--- config.mk ---
export PLATFORM = sky130hd
export DESIGN_NAME = riff_wave_header_parser_flat
export DESIGN_NICKNAME = d
export VERILOG_FILES = /design/src/design/rwhp_pkg.sv /design/src/design/rwhp_intf.sv /design/src/design/rwhp_div.sv /design/src/design/rwhp_dp.sv /design/src/design/rwhp_ctrl.sv /design/src/design/riff_wave_header_parser.sv /design/src/flat_wrapper.sv
export SDC_FILE = /design/constraint.sdc
export NUM_CORES = 2
export LEC_CHECK = 0
export ABC_AREA = 1
export CAP_MARGIN = 20
export CORE_ASPECT_RATIO = 1.2
export CORE_MARGIN = 2
export CORE_UTILIZATION = 50
export CTS_CLUSTER_SIZE = 20
export DETAILED_ROUTE_END_ITERATION = 6
export DONT_BUFFER_PORTS = 1
export PLACE_DENSITY = 0.73
export SLEW_MARGIN = 40
export SYNTH_ARGS = -nofsm -noshare
export SYNTH_HDL_FRONTEND = slang
export SYNTH_SLANG_ARGS = --single-unit
--- constraint.sdc ---
create_clock -name clk -period 13.9 [get_ports clk]
set_clock_uncertainty 0.1 [all_clocks]
set_input_delay 2.78 -clock clk [delete_from_list [all_inputs] [get_ports clk]]
set_output_delay 2.78 -clock clk [all_outputs]
set_load 0.02 [all_outputs]
--- src/design/rwhp_pkg.sv ---
// shared constants, types and command/status structs of the wav header parser
package rwhp_pkg;

  // field widths
  localparam int unsigned BYTE_W     = 8;
  localparam int unsigned WORD_W     = 32;
  localparam int unsigned HALF_W     = 16;
  localparam int unsigned STATUS_W   = 3;
  localparam int unsigned SFMT_W     = 2;
  // bytes per sample is bits / 8, so three bits fewer
  localparam int unsigned BPS_W      = HALF_W - 3;
  localparam int unsigned BPF_W      = HALF_W + BPS_W;

  // fmt body bytes that are captured, the rest is skipped
  localparam logic [WORD_W-1:0] FMT_CAPTURE_BYTES = 32'd40;

  // chunk and header tags, first file byte in the low byte
  localparam logic [WORD_W-1:0] TAG_RIFF = 32'h4646_4952;
  localparam logic [WORD_W-1:0] TAG_RF64 = 32'h3436_4652;
  localparam logic [WORD_W-1:0] TAG_WAVE = 32'h4556_4157;
  localparam logic [WORD_W-1:0] TAG_FMT  = 32'h2074_6d66;
  localparam logic [WORD_W-1:0] TAG_DATA = 32'h6174_6164;

  // format tag and sample sizes that select the sample format
  localparam logic [HALF_W-1:0] AUDIO_FMT_FLOAT = 16'd3;
  localparam logic [HALF_W-1:0] SAMPLE_BITS_16  = 16'd16;
  localparam logic [HALF_W-1:0] SAMPLE_BITS_24  = 16'd24;

  // sample format codes
  localparam logic [SFMT_W-1:0] SFMT_FLOAT32 = 2'd0;
  localparam logic [SFMT_W-1:0] SFMT_PCM16   = 2'd1;
  localparam logic [SFMT_W-1:0] SFMT_PCM24   = 2'd2;
  localparam logic [SFMT_W-1:0] SFMT_PCM32   = 2'd3;

  // result status codes
  localparam logic [STATUS_W-1:0] STATUS_OK        = 3'd0;
  localparam logic [STATUS_W-1:0] STATUS_NOT_RIFF  = 3'd1;
  localparam logic [STATUS_W-1:0] STATUS_NOT_WAVE  = 3'd2;
  localparam logic [STATUS_W-1:0] STATUS_NO_FMT    = 3'd3;
  localparam logic [STATUS_W-1:0] STATUS_TRUNCATED = 3'd4;

  // byte counter operations
  typedef enum logic [2:0] {
    CNT_HOLD,
    CNT_INC,
    CNT_CLR,
    CNT_DEC,
    CNT_LEN,
    CNT_REM
  } cnt_op_t;

  // controller to datapath
  typedef struct packed {
    cnt_op_t               cnt_op;
    logic                  accept;
    logic                  tag_shift;
    logic                  len_shift;
    logic                  head_chk;
    logic                  fmt_clear;
    logic                  fmt_capture;
    logic                  fmt_seen_set;
    logic                  clear_all;
    logic                  data_capture;
    logic                  mul_go;
    logic                  div_go;
    logic                  res_fail;
    logic [STATUS_W-1:0]   res_status;
    logic                  res_ok;
  } cmd_t;

  // datapath to controller
  typedef struct packed {
    logic cnt_eq3;
    logic cnt_eq11;
    logic cnt_lt4;
    logic cnt_lt7;
    logic cnt_le1;
    logic hdr_riff_bad;
    logic hdr_wave_ok;
    logic head_bad;
    logic tag_fmt;
    logic tag_data;
    logic len_nxt_zero;
    logic len_odd;
    logic fmt_last;
    logic fmt_rem_zero;
    logic fmt_seen;
    logic div_busy;
    logic div_done;
    logic out_free;
  } sts_t;

endpackage

--- src/design/rwhp_intf.sv ---
// byte request channel and result request channel of the wav header parser

interface rwhp_byte_if;
  logic                           valid;
  logic                           ready;
  logic [rwhp_pkg::BYTE_W-1:0]    stream_byte;
  logic                           last_byte;

  modport source (output valid, output stream_byte, output last_byte, input ready);
  modport sink   (input valid, input stream_byte, input last_byte, output ready);
endinterface

interface rwhp_result_if;
  logic                           valid;
  logic                           ready;
  logic [rwhp_pkg::STATUS_W-1:0]  status;
  logic [rwhp_pkg::SFMT_W-1:0]    sample_format;
  logic [rwhp_pkg::HALF_W-1:0]    fmt_tag;
  logic [rwhp_pkg::HALF_W-1:0]    channel_count;
  logic [rwhp_pkg::WORD_W-1:0]    rate_hz;
  logic [rwhp_pkg::HALF_W-1:0]    sample_bits;
  logic [rwhp_pkg::WORD_W-1:0]    body_offset;
  logic [rwhp_pkg::WORD_W-1:0]    frame_count;

  modport source (output valid, output status, output sample_format, output fmt_tag,
                  output channel_count, output rate_hz, output sample_bits,
                  output body_offset, output frame_count, input ready);
  modport sink   (input valid, input status, input sample_format, input fmt_tag,
                  input channel_count, input rate_hz, input sample_bits,
                  input body_offset, input frame_count, output ready);
endinterface

--- src/design/rwhp_div.sv ---
// radix-2 restoring divider, one quotient bit per cycle
module rwhp_div (
  input  logic                          clk,
  input  logic                          rst_n,
  input  logic                          start,
  input  logic [rwhp_pkg::WORD_W-1:0]   dividend,
  input  logic [rwhp_pkg::BPF_W-1:0]    divisor,
  output logic                          busy,
  output logic                          done,
  output logic [rwhp_pkg::WORD_W-1:0]   quotient
);

  localparam int unsigned QW    = rwhp_pkg::WORD_W;
  localparam int unsigned DW    = rwhp_pkg::BPF_W;
  localparam int unsigned CNT_W = $clog2(QW);

  logic [QW-1:0]    quo_r, quo_nxt;
  logic [DW:0]      rem_r, rem_nxt;
  logic [DW-1:0]    dvs_r, dvs_nxt;
  logic [CNT_W-1:0] cnt_r, cnt_nxt;
  logic             busy_r, busy_nxt;
  logic             done_r, done_nxt;
  logic [DW:0]      rem_sh;
  logic [DW+1:0]    diff;
  logic             ge;

  // trial subtract of the shifted remainder
  assign rem_sh = {rem_r[DW-1:0], quo_r[QW-1]};
  assign diff   = {1'b0, rem_sh} - {2'b00, dvs_r};
  assign ge     = ~diff[DW+1];

  always_comb begin
    quo_nxt  = quo_r;
    rem_nxt  = rem_r;
    dvs_nxt  = dvs_r;
    cnt_nxt  = cnt_r;
    busy_nxt = busy_r;
    done_nxt = 1'b0;
    if (start) begin
      quo_nxt  = dividend;
      rem_nxt  = '0;
      dvs_nxt  = divisor;
      cnt_nxt  = CNT_W'(QW - 1);
      busy_nxt = 1'b1;
    end else if (busy_r) begin
      rem_nxt = ge ? diff[DW:0] : rem_sh;
      quo_nxt = {quo_r[QW-2:0], ge};
      cnt_nxt = cnt_r - 1'b1;
      if (cnt_r == '0) begin
        busy_nxt = 1'b0;
        done_nxt = 1'b1;
      end
    end
  end

  // control resets, operands do not
  always_ff @(posedge clk) begin
    if (!rst_n) begin
      busy_r <= 1'b0;
      done_r <= 1'b0;
    end else begin
      busy_r <= busy_nxt;
      done_r <= done_nxt;
    end
    quo_r <= quo_nxt;
    rem_r <= rem_nxt;
    dvs_r <= dvs_nxt;
    cnt_r <= cnt_nxt;
  end

  assign busy     = busy_r;
  assign done     = done_r;
  assign quotient = quo_r;

endmodule

--- src/design/rwhp_dp.sv ---
// parser datapath: byte counter, tag and length shifters, fmt fields, frame divide, result register
module rwhp_dp #(
  parameter logic [rwhp_pkg::WORD_W-1:0] FMT_CAP_BYTES = rwhp_pkg::FMT_CAPTURE_BYTES
) (
  input  logic                          clk,
  input  logic                          rst_n,
  input  rwhp_pkg::cmd_t                cmd,
  input  logic [rwhp_pkg::BYTE_W-1:0]   in_byte,
  output rwhp_pkg::sts_t                sts,
  rwhp_result_if.source                 out_chan
);

  localparam int unsigned W  = rwhp_pkg::WORD_W;
  localparam int unsigned HW = rwhp_pkg::HALF_W;

  // parse state
  logic [W-1:0]  cnt_r, cnt_nxt;
  logic [W-1:0]  tag_r, tag_nxt;
  logic [W-1:0]  len_r, len_nxt;
  logic [W-1:0]  pos_r, pos_nxt;
  logic [HW-1:0] ftag_r, ftag_nxt;
  logic [HW-1:0] chan_r, chan_nxt;
  logic [W-1:0]  rate_r, rate_nxt;
  logic [HW-1:0] bits_r, bits_nxt;
  logic          fmt_seen_r, fmt_seen_nxt;
  logic          head_bad_r, head_bad_nxt;

  // held result fields while the frame count is worked out
  logic [HW-1:0]                 h_ftag_r;
  logic [HW-1:0]                 h_chan_r;
  logic [W-1:0]                  h_rate_r;
  logic [HW-1:0]                 h_bits_r;
  logic [rwhp_pkg::SFMT_W-1:0]   h_sfmt_r;
  logic [W-1:0]                  h_off_r;
  logic [W-1:0]                  dvd_r;
  logic [rwhp_pkg::BPF_W-1:0]    bpf_r;

  // result register
  logic                            out_valid_r, out_valid_nxt;
  logic [rwhp_pkg::STATUS_W-1:0]   o_status_r;
  logic [rwhp_pkg::SFMT_W-1:0]     o_sfmt_r;
  logic [HW-1:0]                   o_ftag_r;
  logic [HW-1:0]                   o_chan_r;
  logic [W-1:0]                    o_rate_r;
  logic [HW-1:0]                   o_bits_r;
  logic [W-1:0]                    o_off_r;
  logic [W-1:0]                    o_frames_r;

  logic [W-1:0]                  tag_sh, len_sh, cap, pos_inc;
  logic [rwhp_pkg::SFMT_W-1:0]   sfmt;
  logic                          div_busy, div_done;
  logic [W-1:0]                  quotient;

  assign tag_sh  = {in_byte, tag_r[W-1:8]};
  assign len_sh  = {in_byte, len_r[W-1:8]};
  assign cap     = (len_r < FMT_CAP_BYTES) ? len_r : FMT_CAP_BYTES;
  assign pos_inc = (pos_r == '1) ? pos_r : pos_r + 1'b1;

  // sample format from the captured fmt fields
  always_comb begin
    priority if (ftag_r == rwhp_pkg::AUDIO_FMT_FLOAT) sfmt = rwhp_pkg::SFMT_FLOAT32;
    else if (bits_r == rwhp_pkg::SAMPLE_BITS_16)      sfmt = rwhp_pkg::SFMT_PCM16;
    else if (bits_r == rwhp_pkg::SAMPLE_BITS_24)      sfmt = rwhp_pkg::SFMT_PCM24;
    else                                              sfmt = rwhp_pkg::SFMT_PCM32;
  end

  // status to the controller
  always_comb begin
    sts.cnt_eq3      = (cnt_r == 32'd3);
    sts.cnt_eq11     = (cnt_r == 32'd11);
    sts.cnt_lt4      = (cnt_r < 32'd4);
    sts.cnt_lt7      = (cnt_r < 32'd7);
    sts.cnt_le1      = (cnt_r <= 32'd1);
    sts.hdr_riff_bad = (tag_sh != rwhp_pkg::TAG_RIFF) && (tag_sh != rwhp_pkg::TAG_RF64);
    sts.hdr_wave_ok  = (tag_sh == rwhp_pkg::TAG_WAVE);
    sts.head_bad     = head_bad_r;
    sts.tag_fmt      = (tag_r == rwhp_pkg::TAG_FMT);
    sts.tag_data     = (tag_r == rwhp_pkg::TAG_DATA);
    sts.len_nxt_zero = (len_sh == '0);
    sts.len_odd      = len_r[0];
    sts.fmt_last     = (cnt_r >= cap - 1'b1);
    sts.fmt_rem_zero = (len_r <= FMT_CAP_BYTES);
    sts.fmt_seen     = fmt_seen_r;
    sts.div_busy     = div_busy;
    sts.div_done     = div_done;
    sts.out_free     = ~out_valid_r | out_chan.ready;
  end

  // next values of the parse state, a full clear on the final byte wins
  always_comb begin
    cnt_nxt      = cnt_r;
    tag_nxt      = tag_r;
    len_nxt      = len_r;
    pos_nxt      = pos_r;
    ftag_nxt     = ftag_r;
    chan_nxt     = chan_r;
    rate_nxt     = rate_r;
    bits_nxt     = bits_r;
    fmt_seen_nxt = fmt_seen_r;
    head_bad_nxt = head_bad_r;
    if (cmd.clear_all) begin
      cnt_nxt      = '0;
      tag_nxt      = '0;
      len_nxt      = '0;
      pos_nxt      = '0;
      ftag_nxt     = '0;
      chan_nxt     = '0;
      rate_nxt     = '0;
      bits_nxt     = '0;
      fmt_seen_nxt = 1'b0;
      head_bad_nxt = 1'b0;
    end else begin
      if (cmd.accept)    pos_nxt = pos_inc;
      if (cmd.tag_shift) tag_nxt = tag_sh;
      if (cmd.len_shift) len_nxt = len_sh;
      if (cmd.head_chk)  head_bad_nxt = sts.hdr_riff_bad;
      if (cmd.fmt_seen_set) fmt_seen_nxt = 1'b1;
      unique case (cmd.cnt_op)
        rwhp_pkg::CNT_HOLD: cnt_nxt = cnt_r;
        rwhp_pkg::CNT_INC:  cnt_nxt = cnt_r + 1'b1;
        rwhp_pkg::CNT_CLR:  cnt_nxt = '0;
        rwhp_pkg::CNT_DEC:  cnt_nxt = (cnt_r != '0) ? cnt_r - 1'b1 : cnt_r;
        rwhp_pkg::CNT_LEN:  cnt_nxt = len_sh;
        rwhp_pkg::CNT_REM:  cnt_nxt = len_r - cap;
        default:            cnt_nxt = cnt_r;
      endcase
      // a new fmt chunk starts from zeroed fields
      if (cmd.fmt_clear) begin
        ftag_nxt = '0;
        chan_nxt = '0;
        rate_nxt = '0;
        bits_nxt = '0;
      end
      // place the byte by its offset in the fmt body
      if (cmd.fmt_capture) begin
        if (cnt_r == 32'd0)  ftag_nxt[7:0]   = in_byte;
        if (cnt_r == 32'd1)  ftag_nxt[15:8]  = in_byte;
        if (cnt_r == 32'd2)  chan_nxt[7:0]   = in_byte;
        if (cnt_r == 32'd3)  chan_nxt[15:8]  = in_byte;
        if (cnt_r == 32'd4)  rate_nxt[7:0]   = in_byte;
        if (cnt_r == 32'd5)  rate_nxt[15:8]  = in_byte;
        if (cnt_r == 32'd6)  rate_nxt[23:16] = in_byte;
        if (cnt_r == 32'd7)  rate_nxt[31:24] = in_byte;
        if (cnt_r == 32'd14) bits_nxt[7:0]   = in_byte;
        if (cnt_r == 32'd15) bits_nxt[15:8]  = in_byte;
      end
    end
  end

  // result register next valid
  always_comb begin
    out_valid_nxt = out_valid_r;
    if (out_chan.ready) out_valid_nxt = 1'b0;
    if (cmd.res_fail || cmd.res_ok) out_valid_nxt = 1'b1;
  end

  // frame count divider
  rwhp_div u_div (
    .clk      (clk),
    .rst_n    (rst_n),
    .start    (cmd.div_go),
    .dividend (dvd_r),
    .divisor  (bpf_r),
    .busy     (div_busy),
    .done     (div_done),
    .quotient (quotient)
  );

  // parse state registers
  always_ff @(posedge clk) begin
    if (!rst_n) begin
      cnt_r       <= '0;
      tag_r       <= '0;
      len_r       <= '0;
      pos_r       <= '0;
      ftag_r      <= '0;
      chan_r      <= '0;
      rate_r      <= '0;
      bits_r      <= '0;
      fmt_seen_r  <= 1'b0;
      head_bad_r  <= 1'b0;
      out_valid_r <= 1'b0;
    end else begin
      cnt_r       <= cnt_nxt;
      tag_r       <= tag_nxt;
      len_r       <= len_nxt;
      pos_r       <= pos_nxt;
      ftag_r      <= ftag_nxt;
      chan_r      <= chan_nxt;
      rate_r      <= rate_nxt;
      bits_r      <= bits_nxt;
      fmt_seen_r  <= fmt_seen_nxt;
      head_bad_r  <= head_bad_nxt;
      out_valid_r <= out_valid_nxt;
    end
  end

  // hold fields of a good data header and the bytes per frame product
  always_ff @(posedge clk) begin
    if (cmd.data_capture) begin
      h_ftag_r <= ftag_r;
      h_chan_r <= chan_r;
      h_rate_r <= rate_r;
      h_bits_r <= bits_r;
      h_sfmt_r <= sfmt;
      h_off_r  <= pos_inc;
      dvd_r    <= len_sh;
    end
    if (cmd.mul_go) begin
      bpf_r <= h_chan_r * h_bits_r[HW-1:3];
    end
  end

  // result payload
  always_ff @(posedge clk) begin
    if (cmd.res_fail) begin
      o_status_r <= cmd.res_status;
      o_sfmt_r   <= '0;
      o_ftag_r   <= '0;
      o_chan_r   <= '0;
      o_rate_r   <= '0;
      o_bits_r   <= '0;
      o_off_r    <= '0;
      o_frames_r <= '0;
    end else if (cmd.res_ok) begin
      o_status_r <= rwhp_pkg::STATUS_OK;
      o_sfmt_r   <= h_sfmt_r;
      o_ftag_r   <= h_ftag_r;
      o_chan_r   <= h_chan_r;
      o_rate_r   <= h_rate_r;
      o_bits_r   <= h_bits_r;
      o_off_r    <= h_off_r;
      o_frames_r <= (bpf_r == '0) ? '0 : quotient;
    end
  end

  assign out_chan.valid         = out_valid_r;
  assign out_chan.status        = o_status_r;
  assign out_chan.sample_format = o_sfmt_r;
  assign out_chan.fmt_tag       = o_ftag_r;
  assign out_chan.channel_count = o_chan_r;
  assign out_chan.rate_hz       = o_rate_r;
  assign out_chan.sample_bits   = o_bits_r;
  assign out_chan.body_offset   = o_off_r;
  assign out_chan.frame_count   = o_frames_r;

endmodule

--- src/design/rwhp_ctrl.sv ---
// parser controller: header and chunk walk, fmt capture, skipping, frame divide sequencing
module rwhp_ctrl (
  input  logic                  clk,
  input  logic                  rst_n,
  input  logic                  in_valid,
  input  logic                  in_last,
  output logic                  in_ready,
  input  rwhp_pkg::sts_t        sts,
  output rwhp_pkg::cmd_t        cmd
);

  typedef enum logic [3:0] {
    PH_HEADER,
    PH_CHUNK,
    PH_FMT,
    PH_SKIP_PAD,
    PH_SKIP,
    PH_PAD,
    PH_DONE,
    PH_MUL,
    PH_DIVGO,
    PH_DIV
  } phase_t;

  phase_t phase_r, phase_nxt;
  logic   last_pend_r, last_pend_nxt;
  logic   acc;
  logic   emitted;
  logic   data_ok;
  logic   parsing;

  // bytes are taken while parsing; a result may only wait if no new one can arise
  always_comb begin
    parsing  = (phase_r != PH_MUL) && (phase_r != PH_DIVGO) && (phase_r != PH_DIV);
    in_ready = parsing && (sts.out_free || (phase_r == PH_DONE));
    acc      = in_valid && in_ready;
  end

  always_comb begin
    cmd            = '0;
    cmd.cnt_op     = rwhp_pkg::CNT_HOLD;
    cmd.accept     = acc;
    phase_nxt      = phase_r;
    last_pend_nxt  = last_pend_r;
    emitted        = 1'b0;
    data_ok        = 1'b0;

    unique case (phase_r)
      // file header: riff tag, size, wave tag
      PH_HEADER: begin
        if (acc) begin
          cmd.tag_shift = 1'b1;
          cmd.head_chk  = sts.cnt_eq3;
          if (sts.cnt_eq11) begin
            cmd.cnt_op = rwhp_pkg::CNT_CLR;
            if (sts.head_bad) begin
              cmd.res_fail   = 1'b1;
              cmd.res_status = rwhp_pkg::STATUS_NOT_RIFF;
              emitted        = 1'b1;
              phase_nxt      = PH_DONE;
            end else if (!sts.hdr_wave_ok) begin
              cmd.res_fail   = 1'b1;
              cmd.res_status = rwhp_pkg::STATUS_NOT_WAVE;
              emitted        = 1'b1;
              phase_nxt      = PH_DONE;
            end else begin
              phase_nxt = PH_CHUNK;
            end
          end else begin
            cmd.cnt_op = rwhp_pkg::CNT_INC;
          end
        end
      end

      // chunk header: tag then length, decided on its eighth byte
      PH_CHUNK: begin
        if (acc) begin
          cmd.tag_shift = sts.cnt_lt4;
          cmd.len_shift = !sts.cnt_lt4;
          if (sts.cnt_lt7) begin
            cmd.cnt_op = rwhp_pkg::CNT_INC;
          end else if (sts.tag_fmt) begin
            cmd.fmt_clear = 1'b1;
            cmd.cnt_op    = rwhp_pkg::CNT_CLR;
            if (sts.len_nxt_zero) begin
              cmd.fmt_seen_set = 1'b1;
              phase_nxt        = PH_CHUNK;
            end else begin
              phase_nxt = PH_FMT;
            end
          end else if (sts.tag_data) begin
            cmd.cnt_op = rwhp_pkg::CNT_CLR;
            emitted    = 1'b1;
            if (!sts.fmt_seen) begin
              cmd.res_fail   = 1'b1;
              cmd.res_status = rwhp_pkg::STATUS_NO_FMT;
              phase_nxt      = PH_DONE;
            end else begin
              cmd.data_capture = 1'b1;
              data_ok          = 1'b1;
              phase_nxt        = PH_MUL;
            end
          end else begin
            cmd.cnt_op = rwhp_pkg::CNT_LEN;
            phase_nxt  = sts.len_nxt_zero ? PH_CHUNK : PH_SKIP_PAD;
          end
        end
      end

      // fmt body capture, any remainder is skipped without padding
      PH_FMT: begin
        if (acc) begin
          cmd.fmt_capture = 1'b1;
          if (sts.fmt_last) begin
            cmd.fmt_seen_set = 1'b1;
            cmd.cnt_op       = rwhp_pkg::CNT_REM;
            phase_nxt        = sts.fmt_rem_zero ? PH_CHUNK : PH_SKIP;
          end else begin
            cmd.cnt_op = rwhp_pkg::CNT_INC;
          end
        end
      end

      // skip an unknown chunk, then its pad byte on an odd size
      PH_SKIP_PAD: begin
        if (acc) begin
          cmd.cnt_op = rwhp_pkg::CNT_DEC;
          if (sts.cnt_le1) phase_nxt = sts.len_odd ? PH_PAD : PH_CHUNK;
        end
      end

      // skip the tail of a long fmt chunk
      PH_SKIP: begin
        if (acc) begin
          cmd.cnt_op = rwhp_pkg::CNT_DEC;
          if (sts.cnt_le1) phase_nxt = PH_CHUNK;
        end
      end

      PH_PAD: begin
        if (acc) phase_nxt = PH_CHUNK;
      end

      // result given, bytes ignored up to the end of the file
      PH_DONE: begin
        phase_nxt = PH_DONE;
      end

      // bytes per frame product
      PH_MUL: begin
        cmd.mul_go = 1'b1;
        phase_nxt  = PH_DIVGO;
      end

      PH_DIVGO: begin
        cmd.div_go = 1'b1;
        phase_nxt  = PH_DIV;
      end

      PH_DIV: begin
        if (sts.div_done) begin
          cmd.res_ok = 1'b1;
          phase_nxt  = last_pend_r ? PH_HEADER : PH_DONE;
        end
      end

      default: phase_nxt = PH_HEADER;
    endcase

    // end of file: truncated if nothing was reported, then start over
    if (acc) begin
      last_pend_nxt = 1'b0;
      if (in_last) begin
        if (!emitted && (phase_r != PH_DONE)) begin
          cmd.res_fail   = 1'b1;
          cmd.res_status = rwhp_pkg::STATUS_TRUNCATED;
        end
        cmd.clear_all = 1'b1;
        last_pend_nxt = data_ok;
        phase_nxt     = data_ok ? PH_MUL : PH_HEADER;
      end
    end
  end

  // phase and pending-last registers
  always_ff @(posedge clk) begin
    if (!rst_n) begin
      phase_r     <= PH_HEADER;
      last_pend_r <= 1'b0;
    end else begin
      phase_r     <= phase_nxt;
      last_pend_r <= last_pend_nxt;
    end
  end

endmodule

--- src/design/riff_wave_header_parser.sv ---
// Byte-stream wav header parser: one file byte per request, one result per file.
// Throughput: one byte per cycle while the result register is free or being read; the data
// chunk header stalls input for the multiply step, the divider load and the bit-serial
// frame-count divide. Results: a failure result is registered at the edge that takes the
// deciding byte; a good result is registered when the frame-count divide is done.
// Reset: synchronous, active low; parser returns to the file header, result register empties.
module riff_wave_header_parser #(
  parameter logic [rwhp_pkg::WORD_W-1:0] FMT_CAP_BYTES = rwhp_pkg::FMT_CAPTURE_BYTES
) (
  input  logic            clk,
  input  logic            rst_n,
  rwhp_byte_if.sink       in_chan,
  rwhp_result_if.source   out_chan
);

  rwhp_pkg::cmd_t cmd;
  rwhp_pkg::sts_t sts;
  logic           in_ready;

  // controller
  rwhp_ctrl u_ctrl (
    .clk      (clk),
    .rst_n    (rst_n),
    .in_valid (in_chan.valid),
    .in_last  (in_chan.last_byte),
    .in_ready (in_ready),
    .sts      (sts),
    .cmd      (cmd)
  );

  // datapath
  rwhp_dp #(
    .FMT_CAP_BYTES (FMT_CAP_BYTES)
  ) u_dp (
    .clk      (clk),
    .rst_n    (rst_n),
    .cmd      (cmd),
    .in_byte  (in_chan.stream_byte),
    .sts      (sts),
    .out_chan (out_chan)
  );

  assign in_chan.ready = in_ready;

  // no request is taken while the frame count is being divided
  a_no_take_in_div: assert property (@(posedge clk) disable iff (!rst_n)
    (in_chan.valid && in_chan.ready) |-> !sts.div_busy)
    else $error("request taken while divider busy");

  // a finished divide always finds the result register empty
  a_out_free_at_div_done: assert property (@(posedge clk) disable iff (!rst_n)
    sts.div_done |-> !out_chan.valid)
    else $error("result register occupied at divide completion");

  // the input is held off after the multiply step
  a_stall_after_mul: assert property (@(posedge clk) disable iff (!rst_n)
    cmd.mul_go |=> !in_chan.ready)
    else $error("input ready during frame count sequence");

endmodule

--- src/flat_wrapper.sv ---
// flat-port wrapper written by rule: the top's interface ports become plain ports
module riff_wave_header_parser_flat 
#(
  parameter logic [rwhp_pkg::WORD_W-1:0] FMT_CAP_BYTES = rwhp_pkg::FMT_CAPTURE_BYTES
)
  (clk, rst_n, in_chan_valid, in_chan_stream_byte, in_chan_last_byte, in_chan_ready, out_chan_valid, out_chan_status, out_chan_sample_format, out_chan_fmt_tag, out_chan_channel_count, out_chan_rate_hz, out_chan_sample_bits, out_chan_body_offset, out_chan_frame_count, out_chan_ready);
  rwhp_byte_if in_chan_i ();
  rwhp_result_if out_chan_i ();
  input  logic clk;
  input  logic rst_n;
  input wire logic [$bits(in_chan_i.valid)-1:0] in_chan_valid;
  input wire logic [$bits(in_chan_i.stream_byte)-1:0] in_chan_stream_byte;
  input wire logic [$bits(in_chan_i.last_byte)-1:0] in_chan_last_byte;
  output wire logic [$bits(in_chan_i.ready)-1:0] in_chan_ready;
  output wire logic [$bits(out_chan_i.valid)-1:0] out_chan_valid;
  output wire logic [$bits(out_chan_i.status)-1:0] out_chan_status;
  output wire logic [$bits(out_chan_i.sample_format)-1:0] out_chan_sample_format;
  output wire logic [$bits(out_chan_i.fmt_tag)-1:0] out_chan_fmt_tag;
  output wire logic [$bits(out_chan_i.channel_count)-1:0] out_chan_channel_count;
  output wire logic [$bits(out_chan_i.rate_hz)-1:0] out_chan_rate_hz;
  output wire logic [$bits(out_chan_i.sample_bits)-1:0] out_chan_sample_bits;
  output wire logic [$bits(out_chan_i.body_offset)-1:0] out_chan_body_offset;
  output wire logic [$bits(out_chan_i.frame_count)-1:0] out_chan_frame_count;
  input wire logic [$bits(out_chan_i.ready)-1:0] out_chan_ready;
  assign in_chan_i.valid = in_chan_valid;
  assign in_chan_i.stream_byte = in_chan_stream_byte;
  assign in_chan_i.last_byte = in_chan_last_byte;
  assign in_chan_ready = in_chan_i.ready;
  assign out_chan_valid = out_chan_i.valid;
  assign out_chan_status = out_chan_i.status;
  assign out_chan_sample_format = out_chan_i.sample_format;
  assign out_chan_fmt_tag = out_chan_i.fmt_tag;
  assign out_chan_channel_count = out_chan_i.channel_count;
  assign out_chan_rate_hz = out_chan_i.rate_hz;
  assign out_chan_sample_bits = out_chan_i.sample_bits;
  assign out_chan_body_offset = out_chan_i.body_offset;
  assign out_chan_frame_count = out_chan_i.frame_count;
  assign out_chan_i.ready = out_chan_ready;
  riff_wave_header_parser #(.FMT_CAP_BYTES(FMT_CAP_BYTES)) u_core (.clk(clk), .rst_n(rst_n), .in_chan(in_chan_i), .out_chan(out_chan_i));
endmodule
# Word level (Yosys, flattened, before mapping)
# Index checks and enable logic that the tools add are counted.
# W data, S select, Z words.
# word_totals
ff_bits	637
out_inout_bits	151
# classes
eq_ne	38
muxes	125
reduce_logical	25
multipliers	1
bitwise_logic	5
add_sub_neg	7
n_lt_le_gt_ge	6
# op_table
op	n
$mux W32	8
$pmux W32 S5	1
$eq A32 B3 Y1 const B	4
$mux W4	27
$eq A32 B4 Y1 const B	3
$mux W16	6
$mux W8	10
$add A32 B1 Y32 const B	2
$eq A32 B2 Y1 const B	2
$eq A32 B31 Y1 const B	2
$logic_not A32 Y1	2
$lt A32 B3 Y1 const B	2
$sub A32 B1 Y32 const B	2
$mux W3	16
$mux W1	44
$pmux W4 S10	1
$eq A16 B5 Y1 const B	2
$eq A32 B1 Y1 const B	1
$eq A32 B30 Y1 const B	1
$eq A32 B32 Y1 const B	1
$ge A32 B32 Y1	1
$le A32 B1 Y1 const B	1
$le A32 B6 Y1 const B	1
$lt A32 B6 Y1 const B	1
other kinds (36)	66

# Depth between registers and ports, before layout
# depth
word_depth	14
mapped_depth	33
ltp_nobuf	29

# Modules after synthesis
# From an unflattened synthesis, not the netlist that was laid out.
# unflattened
cells_unflattened	4494
hier_area_um2	36865.4
# modules_own_cells
module	seq_area_each_um2	n_inst	cells_each	area_each_um2
rwhp_dp	12492.0	1	3408	29654.7
rwhp_div	2552.4	1	917	6338.6
rwhp_ctrl	100.1	1	169	872.1

# Least setup slack after synthesis
# Ideal clock, no wire load.
# synth_path
kind	input to register
startpoint	in out_chan_ready
endpoint	reg u_core.u_ctrl.phase_r[0]
n_path_buf	0
cell_stages	8
required_time_ns	13.688
path_slack_ns	-0.981
arrival_time_ns	14.670
cell_sequence	nor2_1 > nand2_1 > nand4_2 > nor2_2 > inv_1 > nor3_1 > nand2_1 > a21oi_1
# synth_rtl
item	line_no	rtl
start: declaration	flat_wrapper.sv:24	input wire logic [$bits(out_chan_i.ready)-1:0] out_chan_ready;
end signal: assignment	rwhp_ctrl.sv:191	phase_r <= phase_nxt;
end: declaration	rwhp_ctrl.sv:25	phase_t phase_r, phase_nxt;

# Worst setup path in the final report
# layout_path
startpoint	reg u_core.u_dp.len_r[5]
endpoint	reg u_core.u_dp.cnt_r[26]
# layout_via
elab_chain_len	10
word_cells_on_any_way	17
classes_between	2 x add/sub; 2 x order compare; 6 x eq/ne; 5 x mux; 2 x reduce/logical
# layout_lines
item	line_no	rtl
start: declaration	rwhp_dp.sv:19	logic [W-1:0] len_r, len_nxt;
start signal: assignment	rwhp_dp.sv:186	len_r <= len_nxt;
$lt A32 B6 Y1	rwhp_dp.sv:56	assign cap = (len_r < FMT_CAP_BYTES) ? len_r : FMT_CAP_BYTES;
$mux W32	rwhp_dp.sv:56	
$sub A32 B1 Y32	rwhp_dp.sv:81	sts.fmt_last = (cnt_r >= cap - 1'b1);
$ge A32 B32 Y1	rwhp_dp.sv:81	
$mux W3	rwhp_ctrl.sv:114	if (sts.fmt_last) begin
$mux W3	rwhp_ctrl.sv:112	if (acc) begin
$pmux W3 S4	rwhp_ctrl.sv:48	unique case (phase_r)
$eq A3 B3 Y1, or another cell as far along	rwhp_dp.sv:118	unique case (cmd.cnt_op)
$reduce_bool A5 Y1 (no line) / $ne A2 B2 Y1 (equally long branches)	n/a	
$reduce_and A2 Y1 (no line)	n/a	
end signal: assignment	rwhp_dp.sv:184	cnt_r <= cnt_nxt;
end: declaration	rwhp_dp.sv:17	logic [W-1:0] cnt_r, cnt_nxt;
# Several ways; a longest one is shown, not always the timed one.
# A chain may end at the register's enable or synchronous reset.

==> flow_metrics.py <==
metrics = {
    "run_status": {
        "status": "complete, no violations",
    },
    "layout": {
        "diodes": 0,
        "nNetsFinal": 4671,
        "fillers": 6568,
        "area_growth_pct": 7.34,
        "regArea_um2": 15100,
        "fin_area_um2": 39200,
        "drive_gt1_frac": 0.0641,
        "multiInputGateArea_um2": 18400,
        "fin_cells": 5347,
    },
    "sta": {
        "finalCritPeriodShare": 0.483,
        "rsz0062_at_grt": "no",
        "period_minus_slack_ps": 6710,
        "maxSlewViolCount": 0,
        "whs_ps": 329,
        "finalSetupViolations": 0,
        "tightest_slew_ps": 823,
        "final_hold_viol_count": 0,
        "slew_headroom": 0.446,
        "max_freq_mhz": 149,
        "setup_tns_ps": 0,
        "timing.final.ws_setup_ps": 7190,
    },
    "detailed_routing": {
        "final_antenna_net_count": 0,
        "wire_per_inst_um": 19.7,
        "dr.pass1.iters": 7,
        "num_vias": 30100,
        "first_iter_violations": 2971,
        "remaining_drc_errors": 0,
        "vias_per_cell": 5.63,
        "routed_wl_mm": 105,
    },
    "worst_setup_path": {
        "path_class": "register to register",
        "end_kind": "register",
        "critPathMaxFanout": 34,
        "max_stage_delay_ps": 660,
        "critPathArrivalTime_ps": 7130,
        "r2r_slack_ps": 7190,
        "worst_path_max_delay_cell": "clkinv_1",
        "critical_path_buf_inv_count": 3,
        "critPathTopFamily": "simple AND/OR/NAND/NOR gates",
        "worstPathRequired_ps": 14310,
        "crit_chain": "clkinv_1 -> o21ai_1 -> nor2_1 -> nand2_1 -> clkinv_1 -> nand2_1 -> ha_1 -> nand3_1 -> nor3_4 -> nand2_1 -> ha_1 -> nand4_1 -> nor3_1 -> nand4_1 -> nand3_1 -> nand2_4 -> nand3_2 -> nand2_4 -> inv_2 -> o211ai_1 -> nor2_1 -> nor2_1",
        "startpoint_type": "register",
    },
    "yosys": {
        "syn-instance-count": 4476,
        "yosysWarnings": 0,
        "synthArstFlopShare": 0,
        "synthTopCellsByArea": "dfxtp_1 22%, edfxtp_1 20%, nand2_1 12%",
        "ys_types": 60,
        "synth_top_area_frac": 0.218,
        "syn-mean-instance-area_um2": 8.16,
        "ys_ff_latch": 637,
        "yosysSeqAreaShare": 0.414,
        "yosysTopAreaCell": "dfxtp_1",
        "syn-num-nets": 4788,
        "synthFlopType": "dfxtp_1",
        "syn_area_um2": 36500,
        "synth-edff-count": 239,
    },
    "global_route": {
        "grt_overflow_total": 0,
        "grt_max_degree": 148,
        "grt_pass1_vias": 29000,
        "grt_pass1_wl_mm": 163,
        "antenna_found_initial": 0,
        "grtUsageTotal": 0.277,
    },
    "placement": {
        "dp_hpwl_mm": 75.0,
        "portBuffers": 0,
        "place_area_um2": 37000,
        "dp.cells": 5221,
        "pre_cts_slack_ps": 7480,
        "gp_congestion": 1.02,
    },
    "pwr": {
        "leakage_nw": 17.6,
        "p_per_area_nw_per_um2": 104,
        "ir_drop_mv": 0.0674,
    },
    "die": {
        "core_um2": 72300,
        "die_area_um2": 75300,
        "start_util": 0.505,
        "die_w_um": 251,
        "die_h_um": 300,
        "ioPinCount": 164,
        "row_count": 108,
    },
    "job": {
        "maxCapViolations": 0,
    },
    "worst_hold_path": {
        "hold_path.class": "register to register",
    },
    "clocking": {
        "path_clk_slew_ps": 60,
        "post_cts_buffers": 0,
        "cts_buffers": 67,
        "clock_latency_ps": 640,
        "cts_tree": "yes",
        "htree_levels": 3,
        "hold_buffers": 0,
        "cts_buffer_depth": 3,
        "cts_repair_resize_count": 0,
        "clock-root-buffer": "clkbuf_16",
        "numClockSinks": 637,
    },
}
## cell usage after synthesis (14+ instances only)
| master | number |
|---|---|
| or2_2 | 20 |
| nor2_2 | 16 |
| nand3b_1 | 16 |
| xor2_1 | 77 |
| ha_1 | 144 |
| edfxtp_1 | 239 |
| nand3_1 | 215 |
| nor2_1 | 309 |
| a21oi_1 | 305 |
| a211oi_1 | 64 |
| buf_2 | 44 |
| nand4_1 | 56 |
| nor4_1 | 33 |
| o22ai_1 | 14 |
| a21oi_2 | 61 |
| xnor2_1 | 28 |
| clkbuf_1 | 141 |
| nor3_1 | 65 |
| nand2_1 | 1178 |
| o211ai_1 | 22 |
| dfxtp_1 | 398 |
| fa_1 | 155 |
| o21ai_0 | 191 |
| inv_1 | 528 |
## area by class of cell
| cell class | instances | share of cell area |
|---|---|---|
| Clock buffer | 90 | 0.0471 |
| Clock inverter | 32 | 0.00759 |
| Inverter | 552 | 0.0529 |
| Multi-Input combinational cell | 3075 | 0.469 |
| Sequential cell | 637 | 0.386 |
| Tap cell | 935 | 0.0298 |
| Timing Repair Buffer | 26 | 0.00759 |
## power breakdown
group	leakage [nW]	switching [mW]	total (mW)	internal, mW
Clock	1.05	0.776	1.78	1.00
Sequential	5.54	0.0338	1.98	1.95
Combinational	11.0	0.233	0.325	0.0921
## kinds of logic after synthesis
| kind of cell | count (synthesis) | share of synthesized area |
|---|---|---|
| simple gates | 1946 | 0.226 |
| buf+inv | 764 | 0.0846 |
| compound gates | 724 | 0.115 |
| flops | 637 | 0.414 |
| fa+ha+maj | 299 | 0.134 |
| xor+xnor | 105 | 0.0252 |
| other cells | 1 | 0.000103 |
## metrics by stage
stage	utilization	power, mW
4_1_cts	0.541	4.10
2_1_floorplan	-	2.25
3_3_place_gp	0.511	2.33
6_report	0.543	4.08
3_5_place_dp	0.511	2.34
5_1_grt	0.543	4.21
## worst paths after layout
| kind | from | end | depth (start not counted) |
|---|---|---|---|
| max | u_core.u_dp.len_r[5] | u_core.u_dp.cnt_r[26] | 22 |
| min | u_core.u_dp.chan_r[0] | u_core.u_dp.h_chan_r[0] | 0 |
| max reg2reg | u_core.u_dp.len_r[5] | u_core.u_dp.cnt_r[26] | 22 |
| min reg2reg | u_core.u_dp.chan_r[0] | u_core.u_dp.h_chan_r[0] | 0 |
## metal layers
metal / track usage / wire [µm]
met1: 0.344 / 42000
met2: 0.480 / 51500
met3: 0.0345 / 6930
met4: 0.131 / 4780
met5: 0 / 0
## cells in the final DEF (no fill, tap or decap), drive strengths merged, types with 22 or more instances in the layout
| cell type | count |
|---|---|
| ha | 144 |
| a21oi | 366 |
| o211ai | 22 |
| clkbuf | 90 |
| nor3 | 68 |
| nand2 | 1187 |
| a211oi | 64 |
| edfxtp | 239 |
| nand3 | 221 |
| nor2 | 332 |
| buf | 26 |
| clkinv | 31 |
| xor2 | 77 |
| inv | 547 |
| xnor2 | 28 |
| fa | 155 |
| nand4 | 57 |
| nor4 | 34 |
| o21ai | 205 |
| dfxtp | 398 |
(Power assumes the default switching activity.)
